--- src/hdl/ttb_queue.sv ---
// ----------------------------------------------------------------------------
// ttb_queue: two-entry queue
// Decouples corner intake from the arithmetic back end.
// ----------------------------------------------------------------------------
`timescale 1ns / 1ps
`default_nettype none

module ttb_queue #(
	parameter int Width = 8
) (
	input  wire logic             clk,
	input  wire logic             arst_n,
	input  wire logic             in_valid,
	output logic                  in_ready,
	input  wire logic [Width-1:0] in_data,
	output logic                  out_valid,
	input  wire logic             out_ready,
	output logic [Width-1:0]      out_data
);

	logic [Width-1:0] ent_q [2];
	logic             wr_q, rd_q;
	logic [1:0]       cnt_q;
	logic             push, pop;

	assign in_ready  = (cnt_q != 2'd2);
	assign out_valid = (cnt_q != 2'd0);
	assign out_data  = ent_q[rd_q];
	assign push      = in_valid && in_ready;
	assign pop       = out_valid && out_ready;

	// advance pointers and fill level
	always_ff @(posedge clk or negedge arst_n) begin
		if (!arst_n) begin
			wr_q  <= 1'b0;
			rd_q  <= 1'b0;
			cnt_q <= 2'd0;
		end else begin
			if (push) wr_q <= ~wr_q;
			if (pop)  rd_q <= ~rd_q;
			cnt_q <= cnt_q + {1'b0, push} - {1'b0, pop};
		end
	end

	always_ff @(posedge clk) begin
		if (push) ent_q[wr_q] <= in_data;
	end

endmodule

`default_nettype wire

--- config.mk ---
export PLATFORM = sky130hd
export DESIGN_NAME = ttb_queue
export DESIGN_NICKNAME = d
export VERILOG_FILES = /design/src/hdl/ttb_queue.sv
export SDC_FILE = /design/constraint.sdc
export NUM_CORES = 1
export LEC_CHECK = 0
export BUFFER_PORTS_ARGS = -buffer_cell sky130_fd_sc_hd__buf_2
export CORE_MARGIN = 2
export CORE_UTILIZATION = 52
export DETAILED_ROUTE_END_ITERATION = 10
export PLACE_DENSITY = 0.85
export SKIP_CTS_REPAIR_TIMING = 1
export SYNTH_ARGS = -nofsm -noshare
export SYNTH_HDL_FRONTEND = slang
export SYNTH_SLANG_ARGS = --single-unit
--- constraint.sdc ---
create_clock -name clk -period 3.6 [get_ports clk]
set_input_delay 0.18 -clock clk [delete_from_list [all_inputs] [get_ports clk]]
set_output_delay 0.18 -clock clk [all_outputs]
set_load 0.02 [all_outputs]
==> Yosys cells after proc, flatten, opt, wreduce, memory -nomap -nowiden <==
Memory sizes are Yosys's and may differ from the RTL's.
Cells that the tools add are included.
{ "word_totals": {"reg_bits": 4, "ramBits": 16, "input_bits": 12, "memories": 1} }
{ "classes": {"add_sub_neg": 2, "eq_ne": 1, "muxes": 2, "bitwise_logic": 2, "reduce_logical": 3} }
{ "memory_table": {"columns": ["name", "words", "word_bits", "read_ports", "rd_ports_with_merged_regs", "write_ports", "line", "rtl"], "rows": [
  ["ent_q", 2, 8, 1, 0, 1, "21", "logic [Width-1:0] ent_q [2];"]
]} }
{ "ops": {"columns": ["cell", "n"], "rows": [
  ["2-bit by 1-bit adder with 2-bit output", 1],
  ["1-bit logical AND", 2],
  ["1-bit 2-to-1 mux", 2],
  ["2-bit inequality test, second input constant", 1],
  ["1-bit NOT", 2],
  ["2-bit nonzero test", 1],
  ["2-bit by 1-bit subtractor with 2-bit output", 1]
]} }

==> Longest topological paths before layout <==
{ "depth": {"word_depth": 4, "mapped_depth": 7, "depth_no_buf": 7} }

==> Worst setup path before layout <==
OpenSTA, ideal clock, no wires.
{ "synth_timing": {"path_kind": "register to register", "start": "register cnt_q[1]", "end": "register cnt_q[1]", "setup_time_ns": 0.123, "arrival_time_ns": 1.599, "required_ns": 3.477, "setup_slack_ns": 1.879, "path_stages_with_launch": 8, "path_buffers": 0, "cell_sequence": "dfrtp_1 > or2_1 > and2_4 > ha_1 > inv_1 > ha_1 > xnor2_1 > xnor2_1"} }
{ "synth_via": {"elab_cells_between_ends": 6} }
{ "synth_lines": {"columns": ["item", "line", "rtl"], "rows": [
  ["start, declared", "23", "logic [1:0] cnt_q;"],
  ["start signal, assigned", "41", "cnt_q <= cnt_q + {1'b0, push} - {1'b0, pop};"],
  ["2-bit nonzero test", "27", "assign out_valid = (cnt_q != 2'd0);"],
  ["via out_valid", "16", "output logic out_valid,"],
  ["1-bit logical AND", "30", "assign pop = out_valid && out_ready;"],
  ["via pop", "24", "logic push, pop;"],
  ["2-bit by 1-bit subtractor with 2-bit output", "41", null]
]} }
The timed path passes the listed nets, and every way through them passes these cells.
A chain may end at the register's enable or synchronous reset.

==> Final worst setup path <==
{ "layout_timing": {"start": "register cnt_q[1]", "end": "register cnt_q[1]"} }
{ "layout_via": {"elab_cells_between_ends": 6} }
{ "layout_lines": {"columns": ["item", "line"], "rows": [
  ["2-bit nonzero test", "27"],
  ["1-bit logical AND", "30"],
  ["via pop", "24"],
  ["2-bit by 1-bit subtractor with 2-bit output", "41"]
]} }
The timed path passes the listed nets, and every way through them passes these cells.

==> out/metrics.cfg <==
[outcome]
status=finished, final reports clean

[synth]
yosys.area_share.adder=0.03231
ys_types=14
yosysTopAreaCell=edfxtp_1
syn_inst=42
synth_xor_xnor_area_share=0.04523
synthTopCellsByArea=edfxtp_1 62%, dfrtp_1 13%, mux2_1 12%
synth_nets=56
synth_compound_area_frac=0
synth_simple_gate_area_frac=0.04523
netlist_area_um2=774.5
synth_seq_cells=20
synth.area.mux_share=0.1163
yosysTopAreaCellShare=0.6204
synth_top_family_by_area=multiplexers
yosysSeqAreaShare=0.7496
yosys_warnings=0
synth.avg_cell_area_um2=18.44

[setup_path]
criticalPathCategory=reg -> reg
crit_fanout=3
cp-end-kind=register
slowest_delay_ns=0.41
cp_slowest_cell=dfrtp_1
worst_setup_path_start_kind=register
crit_arrival_ns=1.94
required_ns=3.81
crit_chain=or2_1 -> and2_4 -> ha_1 -> inv_1 -> ha_1 -> xnor2_1 -> xnor2_1

[timing]
setup_tns_ns=0
tightest_slew_ns=0.7123
final_hold_viol_count=0
setup_viol=0
maxSlewViolCount=0
period_needed_ns=1.734
finalCritPeriodShare=0.4816
maxSlewHeadroom=0.5234
rsz0062_at_grt=no
clock.fmax_mhz=576.7
finClkSkew_ns=0.005145

[pwr]
vdd_ir_drop_max_mv=0.5598
power.density_nw_per_um2=798.7
p_total_mw=0.7425
power.leakage_nw=0.3784

[die]
die_w_um=42.59
initial_core_util=0.5737
ios=22
coreArea_um2=1350
fp.dieArea_um2=1814
rows=13
die_h_um=42.59

[clocking]
clk_pin_slew_ns=0.10
cts_root_buf=clkbuf_4
clk_path_buf_depth=2
worstSkewPairLatency_ns=0.30
cts_buffers=3
cts_max_level=1
cts_tree=built
cts.sinks=20

[drt]
ant_nets=0
drt-total-wl_mm=1.129
post_drt_via_cell_ratio=5.098
vias=418
drc=0
wire_per_inst_um=13.77
dr.first_iter.drc_count=7
first_pass_iters=3

[global_route]
grt_first_pass_wirelength_mm=1.918
grt_pass1_vias=451
grt_overflow=0
grt_max_degree=12
antenna_found_initial=0
grtUsageTotal=0.1517

[layout]
utilization=0.6886
syn_to_final_growth_pct=20.03
n_antenna_cell=0
nets=82
layout-drive-gt1-share=0.3731

[job]
maxCapViolations=0

[placement]
finalWeightedCongestion=0.6655
port_buffers=21

[min_path]
hold_class=in -> reg

==> cells in the mapped netlist, drive strengths merged <==
cell type and n:
ha 2, nor2 1, nand2b 1, and3 1, edfxtp 16, inv 1, xor2 1, or2 1
buf 1, nand2 1, dfrtp 4, and2 1, mux2 8, xnor2 3
==> layer usage <==
layer / GRT usage / up-vias / wire length, um / part of all wire
li1: - / 203 / - / -
met1: 0.1789 / 197 / 455 / 0.40
met2: 0.2338 / 14 / 579 / 0.51
met3: 0.04310 / 4 / 69 / 0.061
met4: 0.1125 / 0 / 25 / 0.022
met5: 0 / - / 0 / 0
==> worst max-delay path, delay by kind of cell (launching register included) <==
kind	cells	cell delay (ns)
flip-flops	1	0.41
adder cells (fa/ha/maj)	2	0.44
buffers and inverters	1	0.04
XOR/XNOR	2	0.34
AND/OR/NAND/NOR	2	0.43
==> flip-flops by register name, summed over array words and instances (netlist names) <==
register,count
ent_q,16
cnt_q,2
rd_q,1
wr_q,1
==> cell families after synthesis <==
logic type / count (synthesis)
DFF: 20
muxes: 8
and+or+nand+nor: 6
xor gates and xnor gates: 4
buffers and inverters: 2
adders and majority gates: 2
==> through the flow <==
stage	setup WS [ns]	std cells	instance area [um^2]	hold WS (ns)
finish	1.866	82	929.6	0.06480
global route	1.762	82	929.6	0.05311
CTS	1.866	81	919.6	-0.3376
detailed placement	1.893	77	893.4	-0.006151
global placement	1.965	77	893.4	-0.01034
floorplan	1.879	42	774.5	-0.1156
==> cell usage in the layout, fill, tap and decap left out, types with 2 or more instances in the layout <==
cell type	instances
buf_2	21
edfxtp_1	16
mux2_1	8
dfrtp_1	4
xnor2_1	3
clkbuf_4	3
ha_1	2
==> cell type report <==
| class | instances | area (um^2) |
|---|---|---|
| flip-flops and latches | 20 | 580.6 |
| fillers | 91 | 420.4 |
| well taps | 15 | 18.77 |
| multi-input cells | 20 | 185.2 |
| clock buffers | 4 | 26.28 |
| inverters | 1 | 3.754 |
| repair buffers | 22 | 115.1 |
==> report_power, final <==
part           internal [mW]  switching (mW)
Clock                 0.0432          0.0613
Sequential             0.324          0.0396
Combinational          0.116           0.158
==> final timing paths <==
kind	start	endpoint	slack, ns	cells past startpoint
worst max-delay path	cnt_q[1]	cnt_q[1]	1.87	7
worst min-delay path	in_data[1]	ent_q[0][1]	0.06	1
worst max register to register	cnt_q[1]	cnt_q[1]	1.87	7
worst min register to register	wr_q	wr_q	0.50	1
max in group asynchronous	arst_n	cnt_q[0]	3.26	2
min in group asynchronous	arst_n	wr_q	0.21	2
No activity file was read; power rests on OpenSTA's default activity.
