$ cat config.mk
export PLATFORM = sky130hd
export DESIGN_NAME = ttb_front
export DESIGN_NICKNAME = d
export VERILOG_FILES = /design/src/hdl/ttb_pkg.sv /design/src/hdl/ttb_front.sv
export SDC_FILE = /design/constraint.sdc
export NUM_CORES = 1
export LEC_CHECK = 0
export BUFFER_PORTS_ARGS = -buffer_cell sky130_fd_sc_hd__clkbuf_2
export CORE_ASPECT_RATIO = 2
export CORE_MARGIN = 5
export CORE_UTILIZATION = 62
export DETAILED_ROUTE_END_ITERATION = 16
export GPL_TIMING_DRIVEN = 0
export HOLD_SLACK_MARGIN = 0.06
export PLACE_DENSITY = 0.93
export REMOVE_ABC_BUFFERS = 1
export SLEW_MARGIN = 30
export SYNTH_ARGS = -nofsm -noshare
export SYNTH_HDL_FRONTEND = slang
export SYNTH_SLANG_ARGS = --single-unit
$ cat constraint.sdc
create_clock -name clk -period 16.4 [get_ports clk]
set_input_delay 3.28 -clock clk [delete_from_list [all_inputs] [get_ports clk]]
set_output_delay 3.28 -clock clk [all_outputs]
set_load 0.05 [all_outputs]
$ cat src/hdl/ttb_pkg.sv
// ----------------------------------------------------------------------------
// ttb_pkg: shared types and constants for the triangle tangent unit
// Field widths, the job handed from front to back, and the normalize request.
// ----------------------------------------------------------------------------
`timescale 1ns / 1ps
`default_nettype none

package ttb_pkg;

	localparam int PosW   = 32;   // corner position, Q16.16
	localparam int UvW    = 24;   // texture coordinate, Q8.16
	localparam int EdgeW  = 33;   // position difference
	localparam int DuvW   = 25;   // uv difference
	localparam int ProdW  = DuvW + EdgeW;
	localparam int DetW   = 51;   // determinant of the uv deltas
	localparam int VecW   = 59;   // raw tangent / bitangent component
	localparam int MagW   = 58;   // magnitude of a raw component
	localparam int OutW   = 16;   // Q1.15 result component
	localparam int InDataW  = 3 * PosW + 2 * UvW;
	localparam int OutDataW = 6 * OutW;

	// corner index within a triangle
	localparam logic [1:0] CornerFirst  = 2'd0;
	localparam logic [1:0] CornerSecond = 2'd1;
	localparam logic [1:0] CornerLast   = 2'd2;

	typedef struct packed {
		logic [2:0][EdgeW-1:0] e1;
		logic [2:0][EdgeW-1:0] e2;
		logic [DuvW-1:0]       du1;
		logic [DuvW-1:0]       dv1;
		logic [DuvW-1:0]       du2;
		logic [DuvW-1:0]       dv2;
	} ttb_job_t;

	typedef struct packed {
		logic                 start;
		logic [2:0][MagW-1:0] mag;
		logic [2:0]           neg;
	} ttb_ureq_t;

	typedef struct packed {
		logic                 done;
		logic [2:0][OutW-1:0] vec;
	} ttb_ursp_t;

endpackage

`default_nettype wire

$ cat src/hdl/ttb_front.sv
// ----------------------------------------------------------------------------
// ttb_front: corner intake
// Holds the first two corners of a triangle and, on the third, forms the
// edges and uv deltas as one job for the back end.
// ----------------------------------------------------------------------------
`timescale 1ns / 1ps
`default_nettype none

module ttb_front import ttb_pkg::*; (
	input  wire logic                   clk,
	input  wire logic                   arst_n,
	input  wire logic                   in_valid,
	output logic                        in_ready,
	input  wire logic signed [PosW-1:0] pos_x,
	input  wire logic signed [PosW-1:0] pos_y,
	input  wire logic signed [PosW-1:0] pos_z,
	input  wire logic signed [UvW-1:0]  tex_u,
	input  wire logic signed [UvW-1:0]  tex_v,
	output logic                        job_valid,
	input  wire logic                   job_ready,
	output ttb_job_t                    job
);

	logic [1:0]                  cnt_q;
	logic signed [2:0][PosW-1:0] p0_q, p1_q;
	logic signed [UvW-1:0]       u0_q, v0_q, u1_q, v1_q;
	logic                        accept;
	logic [2:0][PosW-1:0]        p_in;

	assign p_in = {pos_z, pos_y, pos_x};

	// the third corner needs room in the queue, the others do not
	assign in_ready  = (cnt_q != CornerLast) || job_ready;
	assign job_valid = in_valid && (cnt_q == CornerLast);
	assign accept    = in_valid && in_ready;

	// count corners
	always_ff @(posedge clk or negedge arst_n) begin
		if (!arst_n) begin
			cnt_q <= CornerFirst;
		end else if (accept) begin
			cnt_q <= (cnt_q == CornerLast) ? CornerFirst : cnt_q + 2'd1;
		end
	end

	// hold the first two corners
	always_ff @(posedge clk) begin
		if (accept && cnt_q == CornerFirst) begin
			p0_q <= p_in;
			u0_q <= tex_u;
			v0_q <= tex_v;
		end
		if (accept && cnt_q == CornerSecond) begin
			p1_q <= p_in;
			u1_q <= tex_u;
			v1_q <= tex_v;
		end
	end

	// form edges and uv deltas
	always_comb begin
		for (int k = 0; k < 3; k++) begin
			job.e1[k] = EdgeW'($signed(p1_q[k])) - EdgeW'($signed(p0_q[k]));
			job.e2[k] = EdgeW'($signed(p_in[k])) - EdgeW'($signed(p0_q[k]));
		end
		job.du1 = DuvW'(u1_q) - DuvW'(u0_q);
		job.dv1 = DuvW'(v1_q) - DuvW'(v0_q);
		job.du2 = DuvW'(tex_u) - DuvW'(u0_q);
		job.dv2 = DuvW'(tex_v) - DuvW'(v0_q);
	end

endmodule

`default_nettype wire

[Word-level counts from Yosys, hierarchy flattened]
Index checks and enable logic that the tools add are counted.
Storage, ports and cells
  input port bits: 148
  output and inout port bits: 300
  bits in read-only memories: 0
  latch bits: 0
  bits in writable memories: 0
  memories kept: 0
  register bits: 290
Operators by class
  divide/modulo/power cells: 0
  muxes and demuxes: 1
  magnitude comparators: 0
  reductions and logical operators: 6
  equality and inequality tests: 3
  multiply operators: 0
  bitwise gates (word level): 0
  add/sub/neg operators: 11
  shifts and indexed selects: 0
Operators by type and width (count)
  $sub A32 B32 Y33: 6
  $sub A24 B24 Y25: 4
  $logic_and A1 B1 Y1: 4
  $add A2 B1 Y2 const B: 1
  $eq A2 B1 Y1 const B: 1
  $eq A2 B2 Y1 const B: 1
  $logic_not A2 Y1: 1
  $mux W2: 1
  $ne A2 B2 Y1 const B: 1
  $logic_or A1 B1 Y1: 1

[Logic depth before layout (Yosys ltp)]
  depth after elaboration: 4
  depth in mapped cells: 12

[Worst setup path before layout]
Ideal clock, no wire load.
  kind: input port to flip-flop
  start point: in in_valid
  end point: reg p0_q[0] (netlist bit), enable pin
  required time: 15574 ps
  setup slack: 2495 ps
  setup time: 826 ps
  stages: 2
  arrival time: 13079 ps
  cells stage by stage: inv_1 nor3_1
Between the ends
  word-level cells in the longest chain between the ends: 2
Ends and longest elaborated chain
  from (decl): line ttb_front.sv:12  | input wire logic in_valid,
  $logic_and A1 B1 Y1: line ttb_front.sv:35  | assign accept = in_valid && in_ready;
  $logic_and A1 B1 Y1: line ttb_front.sv:48  | if (accept && cnt_q == CornerFirst) begin
  to (signal assigned): line ttb_front.sv:49  | p0_q <= p_in;
  to (decl): line ttb_front.sv:25  | logic signed [2:0][PosW-1:0] p0_q, p1_q;
Every way passes these cells.
A chain may end at the register's enable or synchronous reset.

==> key figures <==
Global route
  • First-pass GRT wire length: around 110000 um
  • Largest net degree at the start of global routing: 24
  • Grt ovf: 0
  • Number of antenna violations at the first check in global routing: 16
  • Vias in the first global route: about 22000
  • Overall routing resource usage: between 30% and 40%

Power and ir drop
  • Worst vdd ir: 0.000184 V
  • Leak pwr: around 13 nW
  • PD cells: a little over 200 nW/um^2

Floorplan
  • Core area: between 30000 and 40000 sq um
  • # rows: 100
  • Die ar.: about 41000 sq um
  • Starting Density: 62.4%
  • Top Ports: 448
  • Height of the die: 283 um
  • DIE WIDTH: ~150 um

Setup path
  • CP Launch Type: input pin
  • Crit path capture type: output pin
  • Largest incremental delay on the critical path: 0.54 ns
  • Setup CP Type: input pin to output pin
  • Req. time, crit path: approximately 13 ns
  • Crit path DAT: about 6.7 ns
  • CP max stage cell: o31ai_1
  • Most used cell, CP: clkbuf_2
  • Crit path max fanout: 5
  • Critical Path, Cell by Cell: clkbuf_2, inv_1, ha_1, fa_1, nor2b_1, o21a_1, o21ai_1, a21oi_1, a32oi_1, o31ai_1, o2111ai_1, nand2_1, xor2_1, clkbuf_2

Cells and area
  • Area delta synth->final: 18.1%
  • Multi-input combinational cell area: approximately 13000 sq um
  • Fill cells: ~2500
  • Final core occ: 73.7%
  • Register area: between 8000 and 9000 sq um
  • Layout Nets: 3316
  • Fin area: 27300 sq um
  • Layout cells sized above 1: a little under a fifth

Yosys
  • Syn avg cell area: approximately 9.7 sq um
  • Adder-Cell Fraction of Synth Area: between 10% and 20%
  • Async S/R FF share, synth: 0.690%
  • Simple-gate share of the synthesized area: 11.7%
  • Top cell type's share of synthesized area: between 30% and 40%
  • Largest family of logic cells by synthesized area: compound AO/OA/AOI/OAI gates
  • Main synth FF type: edfxtp_1
  • Seq/Total Area, Yosys: a little under two fifths
  • Synth Area in Compound Gates: 20.9%
  • Post-synthesis cell area: between 20000 and 25000 sq um
  • Distinct cells, synth: between 70 and 80
  • Largest area contributor in the netlist: edfxtp_1
  • FF+latch count, synth: 290
  • Post-synth EDFFs: around 290
  • Area contributors post-synth: edfxtp_1, ha_1, xnor2_1
  • Synth Instances: 2385
  • XOR/XNOR share of the synthesized area: under 10%
  • Proportion of synthesized area in mux cells: less than 1%
  • Ys Warns: 0

CTS
  • Clock sink total: between 200 and 300
  • Clock Path Buffers: 3
  • Hold-fix buffers, CTS: 0
  • Skew-Pair Late Insertion Delay: 0.57 ns
  • Resize count post-CTS: 0
  • Root Driver: clkbuf_16
  • CTS clock-pin slew for the worst setup and hold paths: 0.06 ns
  • Post-CTS Setup Repair Bufs: 0
  • H-tree levels: 1
  • CTS tree: done
  • TritonCTS Buffers: 29

Route
  • Routed WL: between 70000 and 80000 um
  • Routed vias: roughly 21000
  • Post-route ant nets: 0
  • DRC viols: 0
  • First-pass DRT Iterations: 9
  • Post-DR vias/cell: 6.29
  • Detailed-route wire length per cell: ~21 um
  • DRT iter0 DRCs: 1222

Placement
  • Port Buffer Count: around 450
  • Placer congestion estimate: approximately 1
  • Pre-CTS WS: between 6 and 7 ns
  • Post-DP HPWL: between 50000 and 60000 um
  • Cell Area, Placed: roughly 26000 sq um

Timing
  • Final setup violating endpoints: 0
  • Slew headroom: roughly 36%
  • Fmax: ~100 MHz
  • RSZ-0062 raised after global routing: no
  • Final Skew: about 0.024 ns
  • Worst hold slack: ~0.6 ns
  • Final Hold Fails: 0
  • Fin crit period: 9.95 ns
  • Fin. max-slew vios: 0
  • Final period util: 60.7%
  • Worst slew pin tran: 0.958 ns
  • Final critical-path setup slack: ~6.4 ns

Status
  • Status: finished clean

Flow run
  • Max_cap viols: 0

Min path
  • Worst min-delay path category: flop to flop
[power by group]
part | switching [W] | total, W | internal [W]
registers | 0.0000434 | 0.00103 | 0.000987
clock network | 0.000309 | 0.000731 | 0.000422
logic | 0.00283 | 0.00385 | 0.00101
total | 0.00319 | 0.00561 | 0.00242
[worst max-delay path, delay by kind of cell]
| kind | cells | cell delay [ns] |
|---|---|---|
| AOI/OAI and AO/OA | 6 | 1.86 |
| adders and majority gates | 2 | 0.63 |
| and+or+nand+nor | 2 | 0.26 |
| buffers and inverters | 3 | 0.45 |
| xor gates and xnor gates | 1 | 0.20 |
[Yosys cell counts (all sizes together), types with 17 or more instances]
cell    count
and3       26
xnor2     171
edfxtp    288
nand3      44
o21bai     17
nor2      171
xor2       62
nand2b     36
ha        288
nor3       29
inv       244
o211ai     17
a21o      126
nor2b      40
o21ai     125
nand2     137
nand4      25
o21a       55
a21oi     219
a211oi     17
clkbuf     21
a31oi      24
[state kept, by name, indices dropped and copies added (netlist names)]
signal and flops:
u1_q 24, p0_q 96, cnt_q 2, v0_q 24, u0_q 24, v1_q 24, p1_q 96
[area by class of cell]
cell class	instances	area share [%]
Sequential cell	290	31.9
Clock inverter	23	1.10
Inverter	244	3.36
Clock buffer	31	2.69
Tap cell	459	2.10
Timing Repair Buffer	475	9.52
Multi-Input combinational cell	1830	49.2
Antenna cell	14	0.128
[per-stage QoR]
stage                     TNS (ns)  instances  total power, W
after floorplan                  0       2364         0.00394
after global placement     -516.71       3270         0.00478
after detailed placement         0       3298         0.00484
after CTS                        0       3352         0.00558
after global routing             0       3366         0.00584
final                            0       3366         0.00561
[cells in the final DEF, fill, tap and decap left out, drive strengths merged, types with 17 or more instances in the layout]
cell | Yosys | layout
a211oi | 17 | 17
a21o | 126 | 126
a21oi | 219 | 219
a31oi | 24 | 24
and3 | 26 | 26
buf | 0 | 28
clkbuf | 21 | 478
edfxtp | 288 | 288
ha | 288 | 288
inv | 244 | 247
nand2 | 137 | 137
nand2b | 36 | 36
nand3 | 44 | 44
nand4 | 25 | 25
nor2 | 171 | 171
nor2b | 40 | 40
nor3 | 29 | 29
o211ai | 17 | 17
o21a | 55 | 55
o21ai | 125 | 125
o21bai | 17 | 17
xnor2 | 171 | 171
xor2 | 62 | 62
[final timing paths]
kind	start	to	slack, ns	depth (start not counted)
min reg2reg	cnt_q[0]	cnt_q[0]	0.60	1
max	pos_x[0]	job[130]	6.45	14
max reg2reg	cnt_q[1]	p0_q[95]	14.08	8
max in group asynchronous	arst_n	cnt_q[1]	13.81	1
min	cnt_q[0]	cnt_q[0]	0.60	1
min in group asynchronous	arst_n	cnt_q[0]	2.48	1
[cells by family after synthesis]
family | Yosys count
flip-flops | 290
XOR/XNOR | 233
AO/OA/AOI/OAI | 732
AND/OR/NAND/NOR | 563
buffers and inverters | 265
multiplexers | 4
adder cells (fa/ha/maj) | 298
[metal layers]
metal  wire length (um)  up-vias  GRT usage, %
li1                   -     9781             -
met1              22600     9895          29.0
met2              36300     1094          59.6
met3               4880      401          5.79
met4               6760        0          25.8
met5                  0        -             0
Note: power is estimated with default switching activity, not from simulation.
